`src/hw/rtl/mevd_pkg.sv`:
```
// Shared types and codes for the MIDI event voice dispatcher.
package mevd_pkg;

   // Event classes decoded from the status byte
   localparam logic [3:0] KIND_OFF   = 4'd0;
   localparam logic [3:0] KIND_ON    = 4'd1;
   localparam logic [3:0] KIND_KEYP  = 4'd2;
   localparam logic [3:0] KIND_VOL   = 4'd3;
   localparam logic [3:0] KIND_NOP   = 4'd4;
   localparam logic [3:0] KIND_PROG  = 4'd5;
   localparam logic [3:0] KIND_CHANP = 4'd6;
   localparam logic [3:0] KIND_BEND  = 4'd7;
   localparam logic [3:0] KIND_SYS   = 4'd8;
   localparam logic [3:0] KIND_BAD   = 4'd9;

   // Voice commands
   localparam logic [2:0] CMD_PATCH = 3'd0;
   localparam logic [2:0] CMD_START = 3'd1;
   localparam logic [2:0] CMD_STOP  = 3'd2;
   localparam logic [2:0] CMD_VOL   = 3'd3;
   localparam logic [2:0] CMD_BEND  = 3'd4;
   localparam logic [2:0] CMD_KEYP  = 3'd5;
   localparam logic [2:0] CMD_CHANP = 3'd6;
   localparam logic [2:0] CMD_NONE  = 3'd7;

   // Event status codes
   localparam logic [1:0] EVST_OK      = 2'd0;
   localparam logic [1:0] EVST_END     = 2'd1;
   localparam logic [1:0] EVST_UNKNOWN = 2'd2;

   localparam logic [7:0] FREE_NOTE     = 8'hFF;
   localparam logic [4:0] FREE_CHANNEL  = 5'h1F;
   localparam logic [6:0] CTRL_MAIN_VOL = 7'd7;
   localparam logic [15:0] DRUM_MASK_RESET = 16'h0200;

   localparam int MAX_VOICES = 32;

   typedef struct packed {
      logic [2:0]  command;
      logic [4:0]  voice_index;
      logic [13:0] value_main;
      logic [6:0]  value_extra;
      logic [1:0]  event_status;
      logic        last_result;
   } rsp_type;

   // Controller to datapath
   typedef struct packed {
      logic load;        // latch a new request
      logic step;        // advance scan index
      logic push;        // move held result to output, not last
      logic hold_new;    // capture result for current voice
      logic hold_start;  // capture start command after a patch
      logic finish;      // emit final result of the request
   } cmd_type;

   // Datapath to controller
   typedef struct packed {
      logic match;
      logic at_end;
      logic out_free;
      logic hold_valid;
      logic scans;
      logic first_only;
      logic note_on;
   } stat_type;

endpackage

```
`src/hw/rtl/mevd_if.sv`:
```
// Handshake channel interfaces for requests, results and the control register.
interface mevd_req_if;
   logic       valid;
   logic       ready;
   logic [7:0] status_byte;
   logic [6:0] data_first;
   logic [6:0] data_second;
   modport source(output valid, status_byte, data_first, data_second, input ready);
   modport sink(input valid, status_byte, data_first, data_second, output ready);
endinterface

interface mevd_rsp_if;
   logic        valid;
   logic        ready;
   logic [2:0]  command;
   logic [4:0]  voice_index;
   logic [13:0] value_main;
   logic [6:0]  value_extra;
   logic [1:0]  event_status;
   logic        last_result;
   modport source(output valid, command, voice_index, value_main, value_extra,
                  event_status, last_result, input ready);
   modport sink(input valid, command, voice_index, value_main, value_extra,
                event_status, last_result, output ready);
endinterface

interface mevd_csr_if;
   logic        valid;
   logic        ready;
   logic [15:0] data;
   modport source(output valid, data, input ready);
   modport sink(input valid, data, output ready);
endinterface

```
`src/hw/rtl/mevd_datapath.sv`:
```
// Datapath: request registers, voice and program tables, held and output results.
module mevd_datapath #(
   parameter int NUM_VOICES = 32
) (
   input  logic               clock,
   input  logic               reset,
   input  logic [7:0]         status_byte,
   input  logic [6:0]         data_first,
   input  logic [6:0]         data_second,
   input  logic               mask_we,
   input  logic [15:0]        mask_data,
   input  mevd_pkg::cmd_type  cmd,
   output mevd_pkg::stat_type stat,
   input  logic               rsp_ready,
   output logic               rsp_valid,
   output mevd_pkg::rsp_type  rsp
);
   import mevd_pkg::*;

   localparam int VCOUNT = (NUM_VOICES > MAX_VOICES) ? MAX_VOICES :
                           ((NUM_VOICES < 1) ? 1 : NUM_VOICES);
   localparam int IDX_W  = (VCOUNT > 1) ? $clog2(VCOUNT) : 1;

   logic [15:0]      mask_ff;
   logic [3:0]       kind_ff, kind_in;
   logic [1:0]       evst_ff, evst_in;
   logic [3:0]       chan_ff;
   logic [6:0]       d1_ff, d2_ff;
   logic [IDX_W-1:0] idx_ff, idx_in;
   logic [7:0]       note_ff [VCOUNT];
   logic [4:0]       vch_ff  [VCOUNT];
   logic [6:0]       prog_ff [16];
   rsp_type          hold_ff, hold_in;
   logic             hold_valid_ff, hold_valid_in;
   rsp_type          out_ff, out_in;
   logic             out_valid_ff, out_valid_in;

   logic [7:0]  cur_note;
   logic [4:0]  cur_ch;
   logic        hit_note, hit_chan, hit_free, match;
   logic [13:0] patch;
   rsp_type     new_res, start_res, none_res;

   // Decode the incoming status byte
   always_comb begin
      kind_in = KIND_BAD;
      evst_in = EVST_OK;
      if (!status_byte[7]) begin
         kind_in = KIND_BAD;
         evst_in = EVST_UNKNOWN;
      end else begin
         unique case (status_byte[6:4])
            3'd0: kind_in = KIND_OFF;
            3'd1: kind_in = (data_second == 7'd0) ? KIND_OFF : KIND_ON;
            3'd2: kind_in = KIND_KEYP;
            3'd3: kind_in = (data_first == CTRL_MAIN_VOL) ? KIND_VOL : KIND_NOP;
            3'd4: kind_in = KIND_PROG;
            3'd5: kind_in = KIND_CHANP;
            3'd6: kind_in = KIND_BEND;
            default: begin
               kind_in = KIND_SYS;
               evst_in = EVST_END;
            end
         endcase
      end
   end

   assign cur_note = note_ff[idx_ff];
   assign cur_ch   = vch_ff[idx_ff];
   assign hit_chan = (cur_ch == {1'b0, chan_ff});
   assign hit_note = hit_chan && (cur_note == {1'b0, d1_ff});
   assign hit_free = (cur_note == FREE_NOTE) && (cur_ch == FREE_CHANNEL);

   always_comb begin
      case (kind_ff) inside
         KIND_OFF, KIND_KEYP:             match = hit_note;
         KIND_ON:                         match = hit_free;
         KIND_VOL, KIND_CHANP, KIND_BEND: match = hit_chan;
         default:                         match = 1'b0;
      endcase
   end

   assign patch = mask_ff[chan_ff] ? (14'(d1_ff) + 14'd128) : 14'(prog_ff[chan_ff]);

   always_comb begin
      new_res              = '0;
      new_res.voice_index  = 5'(idx_ff);
      new_res.event_status = evst_ff;
      case (kind_ff)
         KIND_OFF: begin
            new_res.command     = CMD_STOP;
            new_res.value_main  = 14'(d1_ff);
            new_res.value_extra = d2_ff;
         end
         KIND_ON: begin
            new_res.command    = CMD_PATCH;
            new_res.value_main = patch;
         end
         KIND_KEYP: begin
            new_res.command     = CMD_KEYP;
            new_res.value_main  = 14'(d1_ff);
            new_res.value_extra = d2_ff;
         end
         KIND_VOL: begin
            new_res.command    = CMD_VOL;
            new_res.value_main = 14'(d2_ff);
         end
         KIND_CHANP: begin
            new_res.command    = CMD_CHANP;
            new_res.value_main = 14'(d1_ff);
         end
         KIND_BEND: begin
            new_res.command    = CMD_BEND;
            new_res.value_main = {d2_ff, d1_ff};
         end
         default: new_res.command = CMD_NONE;
      endcase
   end

   always_comb begin
      start_res             = hold_ff;
      start_res.command     = CMD_START;
      start_res.value_main  = 14'(d1_ff);
      start_res.value_extra = d2_ff;
      none_res              = '0;
      none_res.command      = CMD_NONE;
      none_res.event_status = evst_ff;
      none_res.last_result  = 1'b1;
   end

   always_comb begin
      idx_in        = idx_ff;
      hold_in       = hold_ff;
      hold_valid_in = hold_valid_ff;
      out_in        = out_ff;
      out_valid_in  = out_valid_ff;
      if (cmd.load) begin
         idx_in        = '0;
         hold_valid_in = 1'b0;
      end else if (cmd.step) begin
         idx_in = idx_ff + IDX_W'(1);
      end
      if (cmd.hold_new) begin
         hold_in       = new_res;
         hold_valid_in = 1'b1;
      end else if (cmd.hold_start) begin
         hold_in       = start_res;
         hold_valid_in = 1'b1;
      end else if (cmd.finish) begin
         hold_valid_in = 1'b0;
      end
      if (cmd.push) begin
         out_in             = hold_ff;
         out_in.last_result = 1'b0;
         out_valid_in       = 1'b1;
      end else if (cmd.finish) begin
         if (hold_valid_ff) begin
            out_in             = hold_ff;
            out_in.last_result = 1'b1;
         end else begin
            out_in = none_res;
         end
         out_valid_in = 1'b1;
      end else if (rsp_ready) begin
         out_valid_in = 1'b0;
      end
   end

   always_ff @(posedge clock) begin
      if (reset) begin
         mask_ff       <= DRUM_MASK_RESET;
         kind_ff       <= KIND_NOP;
         hold_valid_ff <= 1'b0;
         out_valid_ff  <= 1'b0;
         idx_ff        <= '0;
         for (int i = 0; i < VCOUNT; i++) begin
            note_ff[i] <= FREE_NOTE;
            vch_ff[i]  <= FREE_CHANNEL;
         end
         for (int c = 0; c < 16; c++) begin
            prog_ff[c] <= '0;
         end
      end else begin
         if (mask_we) begin
            mask_ff <= mask_data;
         end
         if (cmd.load) begin
            kind_ff <= kind_in;
            evst_ff <= evst_in;
            chan_ff <= status_byte[3:0];
            d1_ff   <= data_first;
            d2_ff   <= data_second;
            if (kind_in == KIND_PROG) begin
               prog_ff[status_byte[3:0]] <= data_first;
            end
         end
         // claim or release the voice found by a note search
         if (cmd.hold_new && kind_ff == KIND_ON) begin
            note_ff[idx_ff] <= {1'b0, d1_ff};
            vch_ff[idx_ff]  <= {1'b0, chan_ff};
         end else if (cmd.hold_new && kind_ff == KIND_OFF) begin
            note_ff[idx_ff] <= FREE_NOTE;
            vch_ff[idx_ff]  <= FREE_CHANNEL;
         end
         idx_ff        <= idx_in;
         hold_valid_ff <= hold_valid_in;
         out_valid_ff  <= out_valid_in;
      end
      hold_ff <= hold_in;
      out_ff  <= out_in;
   end

   always_comb begin
      stat.match      = match;
      stat.at_end     = (idx_ff == IDX_W'(VCOUNT - 1));
      stat.out_free   = !out_valid_ff || rsp_ready;
      stat.hold_valid = hold_valid_ff;
      stat.scans      = (kind_ff == KIND_OFF) || (kind_ff == KIND_ON) ||
                        (kind_ff == KIND_KEYP) || (kind_ff == KIND_VOL) ||
                        (kind_ff == KIND_CHANP) || (kind_ff == KIND_BEND);
      stat.first_only = (kind_ff == KIND_OFF) || (kind_ff == KIND_ON);
      stat.note_on    = (kind_ff == KIND_ON);
   end

   assign rsp_valid = out_valid_ff;
   assign rsp       = out_ff;

endmodule

```
`src/hw/rtl/mevd_ctrl.sv`:
```
// Controller: sequences the voice scan and the release of results.
module mevd_ctrl (
   input  logic               clock,
   input  logic               reset,
   input  logic               req_valid,
   output logic               req_ready,
   input  mevd_pkg::stat_type stat,
   output mevd_pkg::cmd_type  cmd
);
   import mevd_pkg::*;

   localparam logic [1:0] S_IDLE  = 2'd0;
   localparam logic [1:0] S_SCAN  = 2'd1;
   localparam logic [1:0] S_ON2   = 2'd2;
   localparam logic [1:0] S_FLUSH = 2'd3;

   logic [1:0] state_ff, state_in;
   logic       go;

   // a match needs room to release the previously held result
   assign go = !stat.match || !stat.hold_valid || stat.out_free;

   always_comb begin
      state_in  = state_ff;
      cmd       = '0;
      req_ready = 1'b0;
      unique case (state_ff)
         S_IDLE: begin
            req_ready = 1'b1;
            if (req_valid) begin
               cmd.load = 1'b1;
               state_in = S_SCAN;
            end
         end
         S_SCAN: begin
            if (!stat.scans) begin
               state_in = S_FLUSH;
            end else if (go) begin
               cmd.step = 1'b1;
               if (stat.match) begin
                  cmd.push     = stat.hold_valid;
                  cmd.hold_new = 1'b1;
               end
               if (stat.match && stat.first_only) begin
                  state_in = stat.note_on ? S_ON2 : S_FLUSH;
               end else if (stat.at_end) begin
                  state_in = S_FLUSH;
               end
            end
         end
         S_ON2: begin
            // release the patch, then hold the start
            if (stat.out_free) begin
               cmd.push       = 1'b1;
               cmd.hold_start = 1'b1;
               state_in       = S_FLUSH;
            end
         end
         S_FLUSH: begin
            if (stat.out_free) begin
               cmd.finish = 1'b1;
               state_in   = S_IDLE;
            end
         end
         default: state_in = S_IDLE;
      endcase
   end

   always_ff @(posedge clock) begin
      if (reset) begin
         state_ff <= S_IDLE;
      end else begin
         state_ff <= state_in;
      end
   end

endmodule

```
`src/hw/rtl/midi_event_voice_dispatch_core.sv`:
```
// MIDI event voice dispatcher: top level.
// Takes one MIDI channel event per request on req_ch (status byte and two data
// bytes) and returns one or more voice commands on rsp_ch; last_result marks
// the final command of each request. Events that cause no command return one
// "none" result carrying the event status.
// The drum channel mask is written through csr_ch, which is always ready; write
// it only while no request is in flight.
// Timing: a request is taken in the idle state, then the voice table is scanned one
// voice per cycle by a single compare unit while the output can take results,
// followed by a flush state that releases the final result. A note-on passes
// through a further state that releases its patch before the flush. Note-on and
// note-off searches stop at the first hit; program change, other controllers,
// system and unknown events skip the scan. req_ch.ready is high only between
// requests.
// Results leave through an output register; a stalled receiver holds the scan
// at the next result, and a new request can be taken while the last result of
// the previous one still waits.
// Reset frees all voices, clears all channel programs to zero and sets the
// drum mask to channel 9.
module midi_event_voice_dispatch_core #(
   parameter int NUM_VOICES = 32
) (
   input  logic       clock,
   input  logic       reset,
   mevd_req_if.sink   req_ch,
   mevd_rsp_if.source rsp_ch,
   mevd_csr_if.sink   csr_ch
);
   import mevd_pkg::*;

   cmd_type  cmd;
   stat_type stat;
   rsp_type  rsp;
   logic     rsp_valid;

   assign csr_ch.ready = 1'b1;

   mevd_ctrl u_ctrl (
      .clock     (clock),
      .reset     (reset),
      .req_valid (req_ch.valid),
      .req_ready (req_ch.ready),
      .stat      (stat),
      .cmd       (cmd)
   );

   mevd_datapath #(
      .NUM_VOICES (NUM_VOICES)
   ) u_datapath (
      .clock       (clock),
      .reset       (reset),
      .status_byte (req_ch.status_byte),
      .data_first  (req_ch.data_first),
      .data_second (req_ch.data_second),
      .mask_we     (csr_ch.valid),
      .mask_data   (csr_ch.data),
      .cmd         (cmd),
      .stat        (stat),
      .rsp_ready   (rsp_ch.ready),
      .rsp_valid   (rsp_valid),
      .rsp         (rsp)
   );

   assign rsp_ch.valid        = rsp_valid;
   assign rsp_ch.command      = rsp.command;
   assign rsp_ch.voice_index  = rsp.voice_index;
   assign rsp_ch.value_main   = rsp.value_main;
   assign rsp_ch.value_extra  = rsp.value_extra;
   assign rsp_ch.event_status = rsp.event_status;
   assign rsp_ch.last_result  = rsp.last_result;

endmodule

```
`src/flat_wrapper.sv`:
```
// flat-port wrapper written by rule: the top's interface ports become plain ports
module midi_event_voice_dispatch_core_flat import mevd_pkg::*;
#(
   parameter int NUM_VOICES = 32
)
  (clock, reset, req_ch_valid, req_ch_status_byte, req_ch_data_first, req_ch_data_second, req_ch_ready, rsp_ch_valid, rsp_ch_command, rsp_ch_voice_index, rsp_ch_value_main, rsp_ch_value_extra, rsp_ch_event_status, rsp_ch_last_result, rsp_ch_ready, csr_ch_valid, csr_ch_data, csr_ch_ready);
  mevd_req_if req_ch_i ();
  mevd_rsp_if rsp_ch_i ();
  mevd_csr_if csr_ch_i ();
  input  logic clock;
  input  logic reset;
  input wire logic [$bits(req_ch_i.valid)-1:0] req_ch_valid;
  input wire logic [$bits(req_ch_i.status_byte)-1:0] req_ch_status_byte;
  input wire logic [$bits(req_ch_i.data_first)-1:0] req_ch_data_first;
  input wire logic [$bits(req_ch_i.data_second)-1:0] req_ch_data_second;
  output wire logic [$bits(req_ch_i.ready)-1:0] req_ch_ready;
  output wire logic [$bits(rsp_ch_i.valid)-1:0] rsp_ch_valid;
  output wire logic [$bits(rsp_ch_i.command)-1:0] rsp_ch_command;
  output wire logic [$bits(rsp_ch_i.voice_index)-1:0] rsp_ch_voice_index;
  output wire logic [$bits(rsp_ch_i.value_main)-1:0] rsp_ch_value_main;
  output wire logic [$bits(rsp_ch_i.value_extra)-1:0] rsp_ch_value_extra;
  output wire logic [$bits(rsp_ch_i.event_status)-1:0] rsp_ch_event_status;
  output wire logic [$bits(rsp_ch_i.last_result)-1:0] rsp_ch_last_result;
  input wire logic [$bits(rsp_ch_i.ready)-1:0] rsp_ch_ready;
  input wire logic [$bits(csr_ch_i.valid)-1:0] csr_ch_valid;
  input wire logic [$bits(csr_ch_i.data)-1:0] csr_ch_data;
  output wire logic [$bits(csr_ch_i.ready)-1:0] csr_ch_ready;
  assign req_ch_i.valid = req_ch_valid;
  assign req_ch_i.status_byte = req_ch_status_byte;
  assign req_ch_i.data_first = req_ch_data_first;
  assign req_ch_i.data_second = req_ch_data_second;
  assign req_ch_ready = req_ch_i.ready;
  assign rsp_ch_valid = rsp_ch_i.valid;
  assign rsp_ch_command = rsp_ch_i.command;
  assign rsp_ch_voice_index = rsp_ch_i.voice_index;
  assign rsp_ch_value_main = rsp_ch_i.value_main;
  assign rsp_ch_value_extra = rsp_ch_i.value_extra;
  assign rsp_ch_event_status = rsp_ch_i.event_status;
  assign rsp_ch_last_result = rsp_ch_i.last_result;
  assign rsp_ch_i.ready = rsp_ch_ready;
  assign csr_ch_i.valid = csr_ch_valid;
  assign csr_ch_i.data = csr_ch_data;
  assign csr_ch_ready = csr_ch_i.ready;
  midi_event_voice_dispatch_core #(.NUM_VOICES(NUM_VOICES)) u_core (.clock(clock), .reset(reset), .req_ch(req_ch_i), .rsp_ch(rsp_ch_i), .csr_ch(csr_ch_i));
endmodule
```
`config.mk`:
```
export PLATFORM = sky130hd
export DESIGN_NAME = midi_event_voice_dispatch_core_flat
export DESIGN_NICKNAME = d
export VERILOG_FILES = /design/src/hw/rtl/mevd_pkg.sv /design/src/hw/rtl/mevd_if.sv /design/src/hw/rtl/mevd_datapath.sv /design/src/hw/rtl/mevd_ctrl.sv /design/src/hw/rtl/midi_event_voice_dispatch_core.sv /design/src/flat_wrapper.sv
export SDC_FILE = /design/constraint.sdc
export NUM_CORES = 1
export LEC_CHECK = 0
export ABC_AREA = 1
export BUFFER_PORTS_ARGS = -buffer_cell sky130_fd_sc_hd__buf_2
export CAP_MARGIN = 20
export CORE_AREA = 2 2 263 265
export DETAILED_ROUTE_END_ITERATION = 8
export DIE_AREA = 0 0 265 267
export PLACE_DENSITY_LB_ADDON = 0.05
export SETUP_SLACK_MARGIN = 0.02
export SLEW_MARGIN = 20
export SYNTH_ARGS = -nofsm -noshare
export SYNTH_HDL_FRONTEND = slang
export SYNTH_SLANG_ARGS = --single-unit
```
`constraint.sdc`:
```
create_clock -name clock -period 4.15 [get_ports clock]
set_input_delay 0.83 -clock clock [delete_from_list [all_inputs] [get_ports clock]]
set_output_delay 0.83 -clock clock [all_outputs]
set_load 0.02 [all_outputs]
```
# After elaboration in Yosys (flattened, before gate mapping)
# Memory sizes are Yosys's and may differ from the RTL's. A register that Yosys moved wholly into a read port is not among the register bits.
# Cells that the tools add are included.
[word_totals]
in_bits = 43
memories = 3
ram_bits = 528
reg_bits = 112
[classes]
n_bitwise = 3
n_reduce_logical = 34
add_sub_neg = 2
eq_ne = 26
order_cmp = 1
muxes = 76
[memory_table]
columns = ["name", "words", "word_bits", "rd", "rd_ports_with_merged_regs", "write_ports", "line_no", "source"]
rows = [
  ["u_core.u_datapath.note_ff", 32, 8, 1, 1, 32, "mevd_datapath.sv:30", "logic [7:0] note_ff [VCOUNT];"],
  ["u_core.u_datapath.vch_ff", 32, 5, 1, 1, 32, "mevd_datapath.sv:31", "logic [4:0] vch_ff [VCOUNT];"],
  ["u_core.u_datapath.prog_ff", 16, 7, 1, 1, 16, "mevd_datapath.sv:32", "logic [6:0] prog_ff [16];"],
]
[op_table]
columns = ["op", "count"]
rows = [
  ["$mux W32", 5],
  ["$pmux W14 S4", 1],
  ["$mux W5", 8],
  ["$mux W1", 38],
  ["$pmux W4 S7", 1],
  ["$pmux W3 S6", 1],
  ["$mux W2", 8],
  ["$mux W8", 2],
  ["$mux W7", 2],
  ["$reduce_or A7 Y1", 2],
  ["$eq A4 B3 Y1 const B", 3],
  ["$mux W4", 3],
  ["$eq A5 B5 Y1 const B", 2],
  ["$add A7 B8 Y9 const B", 1],
  ["$eq A3 B3 Y1 const B", 3],
  ["$mux W3", 3],
  ["$mux W9", 1],
  ["$eq A4 B2 Y1 const B", 2],
  ["$eq A8 B7 Y1", 1],
  ["$eq A8 B8 Y1 const B", 1],
  ["$logic_or A1 B1 Y1", 8],
  ["$pmux W2 S4", 1],
  ["$reduce_or A8 Y1", 1],
  ["$eq A7 B3 Y1 const B", 1],
  ["29 further kinds", 43],
]

# Longest topological paths before layout
[depth]
ltp_word = 19
mapped_depth = 26
mapped_depth_nobuf = 23

# By module
# From an unflattened synthesis, not the netlist that was laid out.
[hier_totals]
cells_unflattened = 2936
hier_area_um2 = 28060.7
[modules_own_cells]
columns = ["module", "cells_per_inst", "seq_area_each_um2", "n_inst", "area_each_um2"]
rows = [
  ["mevd_datapath", 2887, 18097.4, 1, 27759.1],
  ["mevd_ctrl", 47, 40.0, 1, 290.3],
  ["midi_event_voice_dispatch_core", 2, 0.0, 1, 11.3],
]

# Least setup slack after synthesis
# No wires, ideal clock.
[synth_timing]
path_type = "reg-to-reg"
start = "register (tool-made name)"
end = "memory u_core.u_datapath.note_ff[13][0] (enable)"
arrival_ns = 3.280
path_slack_ns = 0.472
period_less_slack_ns = 3.678
stages_incl_launch_ff = 22
path_cell_list = "dfxtp_1 > buf_2 > inv_2 > buf_4 > buf_2 > nand3_1 > nand3_1 > nand2_1 > nand2_1 > nand3_1 > o21ai_1 > nand2_1 > nor2_1 > nand2_1 > nor2_1 > nand2_1 > nand2_2 > nand4_4 > nor2_2 > nand2_1 > buf_2 > o21ai_0"
[synth_rtl]
columns = ["item", "line_no"]
rows = [
  ["to (decl)", "mevd_datapath.sv:30"],
]

==> summary.md <==
| Metric | Value |
|---|---|
| Global route overflow | 0 |
| Layout Area Growth over Synthesis | 14.6% |
| Initial antenna violation count | 2 |
| Buffers added on ports | 76 |
| Core area | 68000 um2 |
| Logic pwr share | 16.5% |
| Async set or reset register ratio after synthesis | 0% |
| Max-Cap Viols | 0 |
| Die height | 267 um |
| Worst hold path type | primary input to flop |
| Post-Route WL | 89400 um |
| Drt first pass iters | 5 |
| Reg2reg end | u_core.u_datapath.vch_ff[5][3] |
| Proportion of synthesized chip area in sequential cells | 62.6% |
| Critical path depth | 23 |
| Outcome | finished clean |
| ANT nets after route | 0 |
| Placer Congestion | 0.867 |
| CP most frequent cell | nand2_1 |
| CP Launch Type | flop |
| Syn Nets | 3039 |
| Synth Instances | 2987 |
| Post-synth EDFFs | 578 |
| Type of the worst setup path | flop to flop |
| Vias in the first global route | 21400 |
| Fillers | 6395 |
| CP max FO | 23 |
| Clock power frac | 37.1% |
| # DRC | 0 |
| Clock skew | 0.0278 ns |
| Final period util | 94.1% |
| Vias per cell | 5.62 |
| Final Hold Vio Count | 0 |
| FF+latch count, synth | 617 |
| WP buf/inv | 5 |
| Clk root buf | clkbuf_16 |
| Clock sink count | 617 |
| Slowest-stage cell, CP | nand2_1 |
| Largest net degree at the start of global routing | 104 |
| Reg2Reg Setup Slack | 0.24 ns |
| Crit path largest cell delay | 0.50 ns |
| Pwr Density | 477 nW/um2 |
| Main synth FF type | edfxtp_1 |
| FMAX | 256 MHz |
| Crit path to | u_core.u_datapath.vch_ff[5][3] |
| Synth cell types | 39 |
| Row count | 96 |
| Clock buffer depth | 3 |
| Tot GR Track Use | 25.1% |
| P_sw | 4630 uW |
| Switch share | 29.2% |
| Synth Cell Area | 29000 um2 |
| Arr. time, crit path | 4.14 ns |
| Clk slew on worst S/H paths | 0.06 ns |
| H-tree depth | 3 |
| CTS tree | yes |
| Die outline width | 265 um |
| RSZ-0062 raised after global routing | false |
| Final total power | 15800 uW |
| CTS buffer count | 70 |
| Max rail drop VDD | 0.274 mV |
| Max transition margin | 30.0% |
| Final design utilization | 48.8% |
| FF-to-FF path depth | 23 |
| YS warnings | 0 |
| Post-cts hold buffer count | 0 |
| Via Count | 22400 |
| Largest cells by area after synthesis | edfxtp_1, nand2_1, nand3_1 |
| Initial Util | 42.6% |
| Internal power | 11200 uW |
| Crit path max-delay family | simple AND/OR/NAND/NOR gates |
| CP endpoint kind | flop |
| Die area | 70800 um2 |
| Final Slew Violations | 0 |
| Min Tclk post-route | 3.91 ns |
| Reg power frac | 46.3% |
| Drt initial violations | 2451 |
| Top-area cell type share of the netlist area | 59.9% |
| I/O Pins | 78 |
| Final Setup Violations | 0 |
| Proportion of layout cells with a drive suffix above 1 | 12.2% |
| Critical-path cell list | inv_2 -> buf_12 -> buf_4 -> nand3_1 -> nand3_1 -> nand2_1 -> nand2_1 -> nand2_1 -> nand2_1 -> nand2_1 -> nand2_1 -> nor2_1 -> nand2_1 -> nor2_1 -> nor2_1 -> nand2_2 -> buf_4 -> nand4_4 -> nand2_2 -> buf_4 -> nor3_4 -> nand2_1 -> nand2_1 |
| Post-CTS Setup Inserts | 0 |
| Wire per inst | 22.4 um |
| Layout Nets | 3106 |
| Post-synth top area cell | edfxtp_1 |
| Data required, critical path | 4.38 ns |
| Latest clock arrival within the worst-skew pair | 0.61 ns |
| Post-DP HPWL | 57700 um |
| Worst-Margin Slew | 1.05 ns |
| First-pass GRT wire length | 134000 um |
| Setup_tns | 0 ns |
| Mean Syn Cell Area | 9.70 um2 |
| ANT cells | 0 |
| Pleak | 0.0115 uW |
Yosys cell counts (26+ instances only):
cell	n
a21oi_1	48
buf_2	114
clkbuf_1	103
dfxtp_1	39
edfxtp_1	578
inv_1	115
mux2i_1	26
nand2_1	852
nand3_1	425
nand4_1	146
nor2_1	241
o21ai_0	173
area by class of cell:
cell class | instances | area (um2) | share of cell area (%)
Clock inverter | 34 | 216 | 0.652
Multi-Input combinational cell | 2006 | 9380 | 28.3
Timing Repair Buffer | 233 | 1950 | 5.89
Clock buffer | 93 | 1920 | 5.79
Sequential cell | 617 | 18100 | 54.6
Inverter | 126 | 480 | 1.45
Tap cell | 882 | 1100 | 3.32
worst register-to-register path: cells and delay by family (launching register included):
family,cells,cell delay (ns)
DFF,1,0.37
buffers and inverters,5,0.98
and+or+nand+nor,18,2.18
worst min path at each step:
stage                                      start                      endpoint  cells after the start
global placement    u_core.u_datapath.mask_ff[9]  u_core.u_datapath.mask_ff[9]                      2
floorplan           u_core.u_datapath.mask_ff[9]  u_core.u_datapath.mask_ff[9]                      2
finish                     req_ch_data_second[4]    u_core.u_datapath.d2_ff[4]                      1
global route               req_ch_data_second[6]    u_core.u_datapath.d2_ff[6]                      1
detailed placement  u_core.u_datapath.mask_ff[9]  u_core.u_datapath.mask_ff[9]                      2
CTS                        req_ch_data_second[1]    u_core.u_datapath.d2_ff[1]                      1
stage by stage:
step                      setup WS (ns)  cells  hold WS [ns]  instance area [um2]
final                             0.244   3991         0.421                33200
after global placement           0.0697   3863         0.448                31000
after floorplan                   0.472   2987         0.424                29000
after CTS                         0.110   3990         0.383                33200
after global routing             0.0319   3991         0.404                33200
after detailed placement          0.136   3863         0.452                31000
what timing repair did:
item | in CTS | in global routing
endpoints found under the hold margin | 0 | 0
resized for setup | 0 | 10
setup endpoints to repair | 0 | 247
sequential cells by signal, summed over array words and instances (netlist names), 7 cells and up, named ones only:
name and cells:
u_core.u_datapath.rsp 32, u_core.u_datapath.vch_ff 160, u_core.u_datapath.d2_ff 7, u_core.u_datapath.mask_ff 16, u_core.u_datapath.hold_ff 31, u_core.u_datapath.prog_ff 112, u_core.u_datapath.note_ff 224, u_core.u_datapath.d1_ff 7
power groups by stage:
stage	logic (uW)	registers, uW	clock network [uW]
after floorplan	1500	7510	0
after global placement	2580	7460	0
after detailed placement	2600	7470	0
after CTS	2610	7340	5980
after global routing	2870	7370	6230
final	2620	7340	5880
placed cells by master, fill, tap and decap left out, drive strengths merged, types with 10 or more instances in the layout:
cell type,count
clkbuf,94
o221ai,10
nand3,426
edfxtp,578
a21oi,48
dfxtp,39
nand2,855
o21ai,174
inv,121
nand4,149
mux2i,26
nor3,23
buf,232
o211ai,13
clkinv,34
nor2,254
per-layer routing:
metal / wire length (um) / up-vias / track usage, % / share of wire [%]
met5: 0 / - / 0 / 0
met4: 2400 / 0 / 7.99 / 2.7
met1: 40400 / 11000 / 36.5 / 45
met2: 40900 / 753 / 39.3 / 46
met3: 5610 / 130 / 3.02 / 6.3
li1: - / 10500 / - / -
kinds of logic (layout without fill, tap and decap cells):
family	count (synthesis)	after routing	share of synthesized area [%]
DFF	617	617	62.6
muxes	26	26	0.898
and+or+nand+nor	1711	1711	26.0
xor gates and xnor gates	1	1	0.0302
adders and majority gates	9	9	0.389
buffers and inverters	364	486	5.30
AOI/OAI and AO/OA	258	258	4.78
other	1	1	0.0129
(Power assumes the default switching activity.)
